**src/design/ssbt_pkg.sv**
```systemverilog
// Package for the sprite sort and batch block: constants, state enum,
// controller/datapath command and status structs. No dependencies.
`default_nettype none
package ssbt_pkg;

    localparam int MAX_ITEMS      = 64;
    localparam int VERTS_PER_ITEM = 6;
    localparam int IDX_W          = 6;   // store address
    localparam int CNT_W          = 7;   // record count, 0..MAX_ITEMS
    localparam int VTX_W          = 9;

    localparam logic       OP_ADD = 1'b0;
    localparam logic       OP_END = 1'b1;

    localparam logic [1:0] MODE_TEX_ASC = 2'd0;
    localparam logic [1:0] MODE_DEP_ASC = 2'd1;
    localparam logic [1:0] MODE_DEP_DSC = 2'd2;

    typedef enum logic [3:0] {
        ST_IDLE,
        ST_KEY_RD,
        ST_KEY_LD,
        ST_CMP_RD,
        ST_CMP,
        ST_WR,
        ST_RUN_ORD,
        ST_RUN_TEX,
        ST_RUN_CHK,
        ST_EM_ORD,
        ST_EM_TEX,
        ST_EM_LOAD,
        ST_EM_WAIT
    } state_t;

    typedef struct packed {
        logic add;        // store the accepted record
        logic begin_end;  // end word accepted: reset sort/run counters
        logic key_rd;
        logic key_ld;
        logic cmp_rd;
        logic cmp;
        logic wr;
        logic run_ord;
        logic run_tex;
        logic run_chk;
        logic em_ord;
        logic em_tex;
        logic em_load;
        logic em_adv;     // result word taken
    } cmd_t;

    typedef struct packed {
        logic cnt_zero;
        logic cmp_last;
        logic i_last;
        logic run_match;
        logic run_at_end;
        logic em_run_done;
        logic em_all_done;
    } status_t;

endpackage
`default_nettype wire

```
**src/design/ssbt_ctrl.sv**
```systemverilog
// Sequencer for the sort and batch block: rank pass, run scan, emission.
// Depends on ssbt_pkg.
`default_nettype none
module ssbt_ctrl (
    input  wire logic             clk,
    input  wire logic             rst_n,
    input  wire logic             in_valid,
    input  wire logic             opcode,
    input  wire logic             out_ready,
    input  ssbt_pkg::status_t     sts,
    output logic                  in_ready,
    output logic                  out_valid,
    output ssbt_pkg::cmd_t        cmd
);
    import ssbt_pkg::*;

    state_t state_reg, state_next;
    logic   in_acc;

    assign in_acc = in_valid && (state_reg == ST_IDLE);

    always_ff @(posedge clk or negedge rst_n)
    begin
        if (!rst_n)
        begin
            state_reg <= ST_IDLE;
        end
        else
        begin
            state_reg <= state_next;
        end
    end

    always_comb
    begin
        state_next = state_reg;
        unique case (state_reg)
            ST_IDLE:
            begin
                if (in_acc && opcode == OP_END && !sts.cnt_zero)
                    state_next = ST_KEY_RD;
            end
            ST_KEY_RD:  state_next = ST_KEY_LD;
            ST_KEY_LD:  state_next = ST_CMP_RD;
            ST_CMP_RD:  state_next = ST_CMP;
            ST_CMP:     state_next = sts.cmp_last ? ST_WR : ST_CMP_RD;
            ST_WR:      state_next = sts.i_last ? ST_RUN_ORD : ST_KEY_RD;
            ST_RUN_ORD: state_next = ST_RUN_TEX;
            ST_RUN_TEX: state_next = ST_RUN_CHK;
            ST_RUN_CHK:
            begin
                if (sts.run_match && !sts.run_at_end)
                    state_next = ST_RUN_ORD;
                else
                    state_next = ST_EM_ORD;
            end
            ST_EM_ORD:  state_next = ST_EM_TEX;
            ST_EM_TEX:  state_next = ST_EM_LOAD;
            ST_EM_LOAD: state_next = ST_EM_WAIT;
            ST_EM_WAIT:
            begin
                if (out_ready)
                begin
                    if (sts.em_all_done)
                        state_next = ST_IDLE;
                    else if (sts.em_run_done)
                        state_next = ST_RUN_ORD;
                    else
                        state_next = ST_EM_ORD;
                end
            end
            default:    state_next = ST_IDLE;
        endcase
    end

    always_comb
    begin
        cmd       = '0;
        in_ready  = 1'b0;
        out_valid = 1'b0;
        unique case (state_reg)
            ST_IDLE:
            begin
                in_ready      = 1'b1;
                cmd.add       = in_acc && opcode == OP_ADD;
                cmd.begin_end = in_acc && opcode == OP_END;
            end
            ST_KEY_RD:  cmd.key_rd  = 1'b1;
            ST_KEY_LD:  cmd.key_ld  = 1'b1;
            ST_CMP_RD:  cmd.cmp_rd  = 1'b1;
            ST_CMP:     cmd.cmp     = 1'b1;
            ST_WR:      cmd.wr      = 1'b1;
            ST_RUN_ORD: cmd.run_ord = 1'b1;
            ST_RUN_TEX: cmd.run_tex = 1'b1;
            ST_RUN_CHK: cmd.run_chk = 1'b1;
            ST_EM_ORD:  cmd.em_ord  = 1'b1;
            ST_EM_TEX:  cmd.em_tex  = 1'b1;
            ST_EM_LOAD: cmd.em_load = 1'b1;
            ST_EM_WAIT:
            begin
                out_valid  = 1'b1;
                cmd.em_adv = out_ready;
            end
            default: ;
        endcase
    end

endmodule
`default_nettype wire

```
**config.mk**
```make
export PLATFORM = sky130hd
export DESIGN_NAME = ssbt_ctrl
export DESIGN_NICKNAME = d
export VERILOG_FILES = /design/src/design/ssbt_pkg.sv /design/src/design/ssbt_ctrl.sv
export SDC_FILE = /design/constraint.sdc
export NUM_CORES = 1
export LEC_CHECK = 0
export ABC_AREA = 1
export ABC_CLOCK_PERIOD_IN_PS = 1700
export BUFFER_PORTS_ARGS = -buffer_cell sky130_fd_sc_hd__clkbuf_2
export CORE_AREA = 4 4 41 43
export CTS_CLUSTER_DIAMETER = 80
export DETAILED_ROUTE_END_ITERATION = 8
export DIE_AREA = 0 0 45 47
export GPL_ROUTABILITY_DRIVEN = 0
export PLACE_DENSITY = 0.77
export SLEW_MARGIN = 40
export SYNTH_ARGS = -nofsm -noshare
export SYNTH_HDL_FRONTEND = slang
export SYNTH_SLANG_ARGS = --single-unit
```
**constraint.sdc**
```tcl
create_clock -name clk -period 1.7 [get_ports clk]
set_clock_uncertainty 0.15 [all_clocks]
set_input_delay 0.34 -clock clk [delete_from_list [all_inputs] [get_ports clk]]
set_output_delay 0.34 -clock clk [all_outputs]
set_load 0.01 [all_outputs]
```
Word-level counts from Yosys, hierarchy flattened:

Index checks and enable logic that the tools add are counted.

* bits in registers: 4
* logic and storage cells: 48
* output and inout bits: 16
* input port bits: 12

* bitwise gates (word level): 1
* equal/unequal tests: 14
* reduce and logical (&&, ||, !) cells: 9
* multiplexer cells: 23

Operator list (number)
* $pmux 4 s13: 1
* $eq 4x4->1 const B: 5
* $mux 4: 5
* $eq 4x3->1 const B: 4
* $mux 1: 14
* $eq 4x2->1 const B: 2
* $mux 3: 2
* $logic_and 1x1->1: 5
* $eq 4x1->1 const B: 1
* $logic_not 4->1: 1
* $logic_not 1->1: 2
* $mux 2: 1
* $ne 2x1->1 const B: 1
* $ne 2x2->1 const B: 1
* $reduce_and 2->1: 1
* $not 1->1: 1

Depth between registers and ports, before layout:

* depth after elaboration: 6
* mapped depth: 9
* gate-level depth less buffers: 8

Worst setup path before layout:

OpenSTA, ideal clock, no wires.

* path kind: reg2out
* from: register state_reg[1]
* to: output cmd[12] (netlist name)
* cell stages (with the launch flop): 7
* data required time: 1210 ps
* arrival time: 1092 ps
* path slack: 118 ps
* buffers on the path: 1
* cell sequence: dfrtp_1 -> buf_6 -> nor2_4 -> nand2_2 -> inv_1 -> nand2_1 -> nor2_1

RTL lines
* start, declared: line ssbt_ctrl.sv:17 `state_t state_reg, state_next;`
* start signal, assigned: line ssbt_ctrl.sv:30 `state_reg <= state_next;`
* end, declared: line ssbt_ctrl.sv:13 `output ssbt_pkg::cmd_t cmd`

==> impl_results.html <==
<table>
<tr><th>Metric</th><th>Value</th></tr>
<tr><th colspan="2">Status</th></tr>
<tr><td>Result of the run</td><td>finished with violations</td></tr>
<tr><td>Failing checks</td><td>setup timing</td></tr>
<tr><th colspan="2">Timing</th></tr>
<tr><td>TNS Setup</td><td>-0.0157 ns</td></tr>
<tr><td>Post-route setup slack</td><td>-0.0127 ns</td></tr>
<tr><td>Highest attainable clock frequency</td><td>584 MHz</td></tr>
<tr><td>RSZ-0062 raised after global routing</td><td>yes</td></tr>
<tr><td>Fin. Hold Viols</td><td>0</td></tr>
<tr><td>Slew Limit Fails</td><td>0</td></tr>
<tr><td>Min Clock Period, post-route</td><td>1.71 ns</td></tr>
<tr><td>Final critical-path share of the clock period</td><td>101%</td></tr>
<tr><td>Max-Slew Margin vs Limit</td><td>88.3%</td></tr>
<tr><td># setup viols final</td><td>4</td></tr>
<tr><td>Pin slew with the least headroom to its limit</td><td>0.175 ns</td></tr>
<tr><th colspan="2">Global route</th></tr>
<tr><td>Total Routing Usage GR</td><td>14.4%</td></tr>
<tr><td>Global-route wire length before repair</td><td>2240 um</td></tr>
<tr><td>Remaining global-route overflow</td><td>0</td></tr>
<tr><td>Initial antenna violation count</td><td>0</td></tr>
<tr><td>Via count of the first global-routing pass</td><td>607</td></tr>
<tr><td>Pin count of the biggest net entering global routing</td><td>8</td></tr>
<tr><th colspan="2">Layout</th></tr>
<tr><td>Seq. cell area</td><td>104 um^2</td></tr>
<tr><td>Multi-input gate area in the final layout</td><td>335 um^2</td></tr>
<tr><td>Final instance count without filler cells</td><td>148</td></tr>
<tr><td>Total inserted antenna cells</td><td>0</td></tr>
<tr><td>Final std cell area, no fill</td><td>792 um^2</td></tr>
<tr><td>Final net count</td><td>147</td></tr>
<tr><td>Layout Area Growth over Synthesis</td><td>56.3%</td></tr>
<tr><td>Fraction of layout instances using a drive strength above 1</td><td>49.6%</td></tr>
<tr><td>Number of flip-flops in the largest register</td><td>4</td></tr>
<tr><td>Number of inserted filler cells in the final layout</td><td>131</td></tr>
<tr><th colspan="2">Drt</th></tr>
<tr><td>Violation count after the first detailed-route iteration</td><td>6</td></tr>
<tr><td>Via-per-instance ratio</td><td>4.43</td></tr>
<tr><td>Overall routed net length</td><td>1430 um</td></tr>
<tr><td>Antenna violation net count after detailed routing</td><td>0</td></tr>
<tr><td>Number of vias in the routed layout</td><td>656</td></tr>
<tr><td>Drt drc</td><td>0</td></tr>
<tr><td>Routed length per instance</td><td>9.66 um</td></tr>
<tr><td>Pre-Repair DR Iteration Count</td><td>4</td></tr>
<tr><th colspan="2">Power</th></tr>
<tr><td>Power Total</td><td>0.00122 W</td></tr>
<tr><td>Leakage power</td><td>0.513 nW</td></tr>
<tr><td>IR drop worst, VDD</td><td>918 uV</td></tr>
<tr><td>Pwr dens</td><td>1530 nW/um^2</td></tr>
<tr><th colspan="2">Die</th></tr>
<tr><td>Die Width</td><td>45 um</td></tr>
<tr><td>Site Rows</td><td>13</td></tr>
<tr><td>Die ar.</td><td>2120 um^2</td></tr>
<tr><td>Height of the die</td><td>47 um</td></tr>
<tr><td>Core outline area</td><td>1300 um^2</td></tr>
<tr><td>Starting density of the core</td><td>38.9%</td></tr>
<tr><td>Number of top-level pins</td><td>28</td></tr>
<tr><th colspan="2">Clock tree</th></tr>
<tr><td>Clock sink count</td><td>4</td></tr>
<tr><td>Reg clk slew, reported paths</td><td>0.04 ns</td></tr>
<tr><td>TritonCTS clock tree</td><td>done</td></tr>
<tr><td>Number of clock buffers inserted by TritonCTS</td><td>3</td></tr>
<tr><td>Maximum count of clock buffers along a single path</td><td>2</td></tr>
<tr><td>CTS Root Cell</td><td>sky130_fd_sc_hd__clkbuf_4</td></tr>
<tr><td>Clock network latency to the later pin of the worst-skew pair</td><td>0.24 ns</td></tr>
<tr><td>H-Tree Depth</td><td>1</td></tr>
<tr><th colspan="2">Critical path</th></tr>
<tr><td>Crit-path cells</td><td>buf_4, nor2_2, inv_1, nor2_1, clkbuf_2</td></tr>
<tr><td>Setup crit end kind</td><td>primary output</td></tr>
<tr><td>Worst endpoint required time</td><td>1.21 ns</td></tr>
<tr><td>Category of the worst setup path launch point</td><td>register</td></tr>
<tr><td>Worst Path Arrival</td><td>1.22 ns</td></tr>
<tr><td>Longest individual stage delay on the worst path</td><td>0.40 ns</td></tr>
<tr><td>Max FO, Critical Path</td><td>7</td></tr>
<tr><td>Critical path's slowest cell</td><td>sky130_fd_sc_hd__dfrtp_1</td></tr>
<tr><td>Category of the most critical setup path</td><td>reg2out</td></tr>
<tr><th colspan="2">Synthesis</th></tr>
<tr><td>Adder-Cell Fraction of Synth Area</td><td>0%</td></tr>
<tr><td>Post-Syn Area per Cell</td><td>5.39 um^2</td></tr>
<tr><td>Number of cells produced by synthesis</td><td>94</td></tr>
<tr><td>Synthesized area</td><td>507 um^2</td></tr>
<tr><td>Post-synthesis net count</td><td>106</td></tr>
<tr><td>Post-synthesis simple-gate area fraction</td><td>53.1%</td></tr>
<tr><td>Xor/xnor share of the synthesized area</td><td>0%</td></tr>
<tr><td>Seq/Total Area, Yosys</td><td>19.8%</td></tr>
<tr><td>Largest family of logic cells by synthesized area</td><td>simple AND/OR/NAND/NOR gates</td></tr>
<tr><td>Compound-gate portion of the synthesized area</td><td>7.16%</td></tr>
<tr><td>Count of state elements after synthesis</td><td>4</td></tr>
<tr><td>Synthesis Warnings</td><td>0</td></tr>
<tr><td>Synth cell types</td><td>18</td></tr>
<tr><td>Multiplexer fraction of the synthesized cell area</td><td>0%</td></tr>
<tr><th colspan="2">Place</th></tr>
<tr><td>Inst Count DP</td><td>136</td></tr>
<tr><td>Number of buffers inserted by port buffering</td><td>27</td></tr>
<tr><td>Total placed instance area</td><td>657 um^2</td></tr>
<tr><td>Detailed-placement wirelength estimate</td><td>1070 um</td></tr>
<tr><td>Post-Place Worst Slack</td><td>0.110 ns</td></tr>
<tr><th colspan="2">Hold path</th></tr>
<tr><td>Path category of the worst min-delay check</td><td>in2reg</td></tr>
<tr><th colspan="2">Flow run</th></tr>
<tr><td>Total of max-cap violations</td><td>0</td></tr>
</table>
## routing by layer
metal | track usage, % | part of all wire (%)
met1 | 14.4 | 38
met4 | 1.75 | 0
met5 | 0 | 0
met2 | 29.1 | 52
met3 | 4.98 | 9.7
## critical path, delay by kind of cell, from the launching register on
kind	cells	cell delay (ns)
buf+inv	3	0.36
flops	1	0.40
simple gates	2	0.22
## area by class of cell
cell class | instances | share of cell area [%]
Clock buffer | 3 | 2.84
Inverter | 24 | 11.7
Timing Repair Buffer | 37 | 27.6
Sequential cell | 4 | 13.1
Tap cell | 15 | 2.37
Multi-Input combinational cell | 65 | 42.3
## layout by cell type (no fill, tap or decap)
master / count
sky130_fd_sc_hd__nor2_1: 20
sky130_fd_sc_hd__clkbuf_2: 19
sky130_fd_sc_hd__inv_1: 17
sky130_fd_sc_hd__nand2_1: 16
sky130_fd_sc_hd__buf_4: 9
sky130_fd_sc_hd__buf_2: 7
sky130_fd_sc_hd__inv_2: 6
sky130_fd_sc_hd__nand2_2: 5
sky130_fd_sc_hd__nor2_2: 5
sky130_fd_sc_hd__nand3_1: 5
sky130_fd_sc_hd__nor2_4: 3
sky130_fd_sc_hd__clkbuf_4: 3
sky130_fd_sc_hd__dfrtp_2: 3
sky130_fd_sc_hd__nand3b_1: 2
sky130_fd_sc_hd__o21ai_1: 2
sky130_fd_sc_hd__inv_4: 1
sky130_fd_sc_hd__nand3_2: 1
sky130_fd_sc_hd__a31oi_2: 1
sky130_fd_sc_hd__nand4_1: 1
sky130_fd_sc_hd__or2_2: 1
sky130_fd_sc_hd__o21ai_2: 1
sky130_fd_sc_hd__a21oi_1: 1
sky130_fd_sc_hd__nor3_1: 1
sky130_fd_sc_hd__dlygate4sd3_1: 1
sky130_fd_sc_hd__buf_6: 1
sky130_fd_sc_hd__dfrtp_1: 1
## power by group
| group | internal (W) | total, W | switching [W] | leakage [nW] |
|---|---|---|---|---|
| Clock | 0.0000792 | 0.000122 | 0.0000424 | 0.0138 |
| Sequential | 0.000140 | 0.000196 | 0.0000556 | 0.0482 |
| Combinational | 0.000402 | 0.000897 | 0.000495 | 0.451 |
## repair_timing
action / in CTS / in global routing
hold endpoints to repair: 4 / 0
hold buffers: 1 / 0
setup endpoints to repair: 8 / 15
gates resized for setup: 9 / 15
buffers inserted: 5 / 3
pin swaps: 3 / 5
## worst paths after layout
kind                               from  slack [ns]           end  cells after the start
max                        state_reg[1]       -0.01       cmd[11]                      5
min                           out_ready        0.26  state_reg[2]                      4
max reg2reg                state_reg[1]        0.16  state_reg[2]                      8
min reg2reg                state_reg[0]        0.61  state_reg[2]                      5
max in group asynchronous         rst_n        0.97  state_reg[2]                      2
min in group asynchronous         rst_n        0.29  state_reg[1]                      2
## cells in the mapped netlist, drive strengths merged
cell,instances,share of area [%]
nor2,28,24
inv,24,18
nand2,21,17
nand3,6,5.9
dfrtp,4,20
o21ai,3,3.7
nand3b,2,3.0
a21oi,1,0.99
a31oi,1,2.5
buf,1,2.2
nand4,1,1.2
nor3,1,0.99
or2,1,1.2
## logic make-up (layout without fill, tap and decap cells)
kind of cell,count (synthesis),count (layout)
simple gates,60,60
buf+inv,25,64
compound gates,5,5
flops,4,4
## stage by stage
step / util, % / hold WS (ns)
after global placement: 50.5 / -0.00136
after floorplan: - / -0.106
after CTS: 57.3 / 0.253
final: 60.9 / 0.261
after detailed placement: 50.5 / 0.00162
after global routing: 60.9 / 0.285
(Power assumes the default switching activity.)
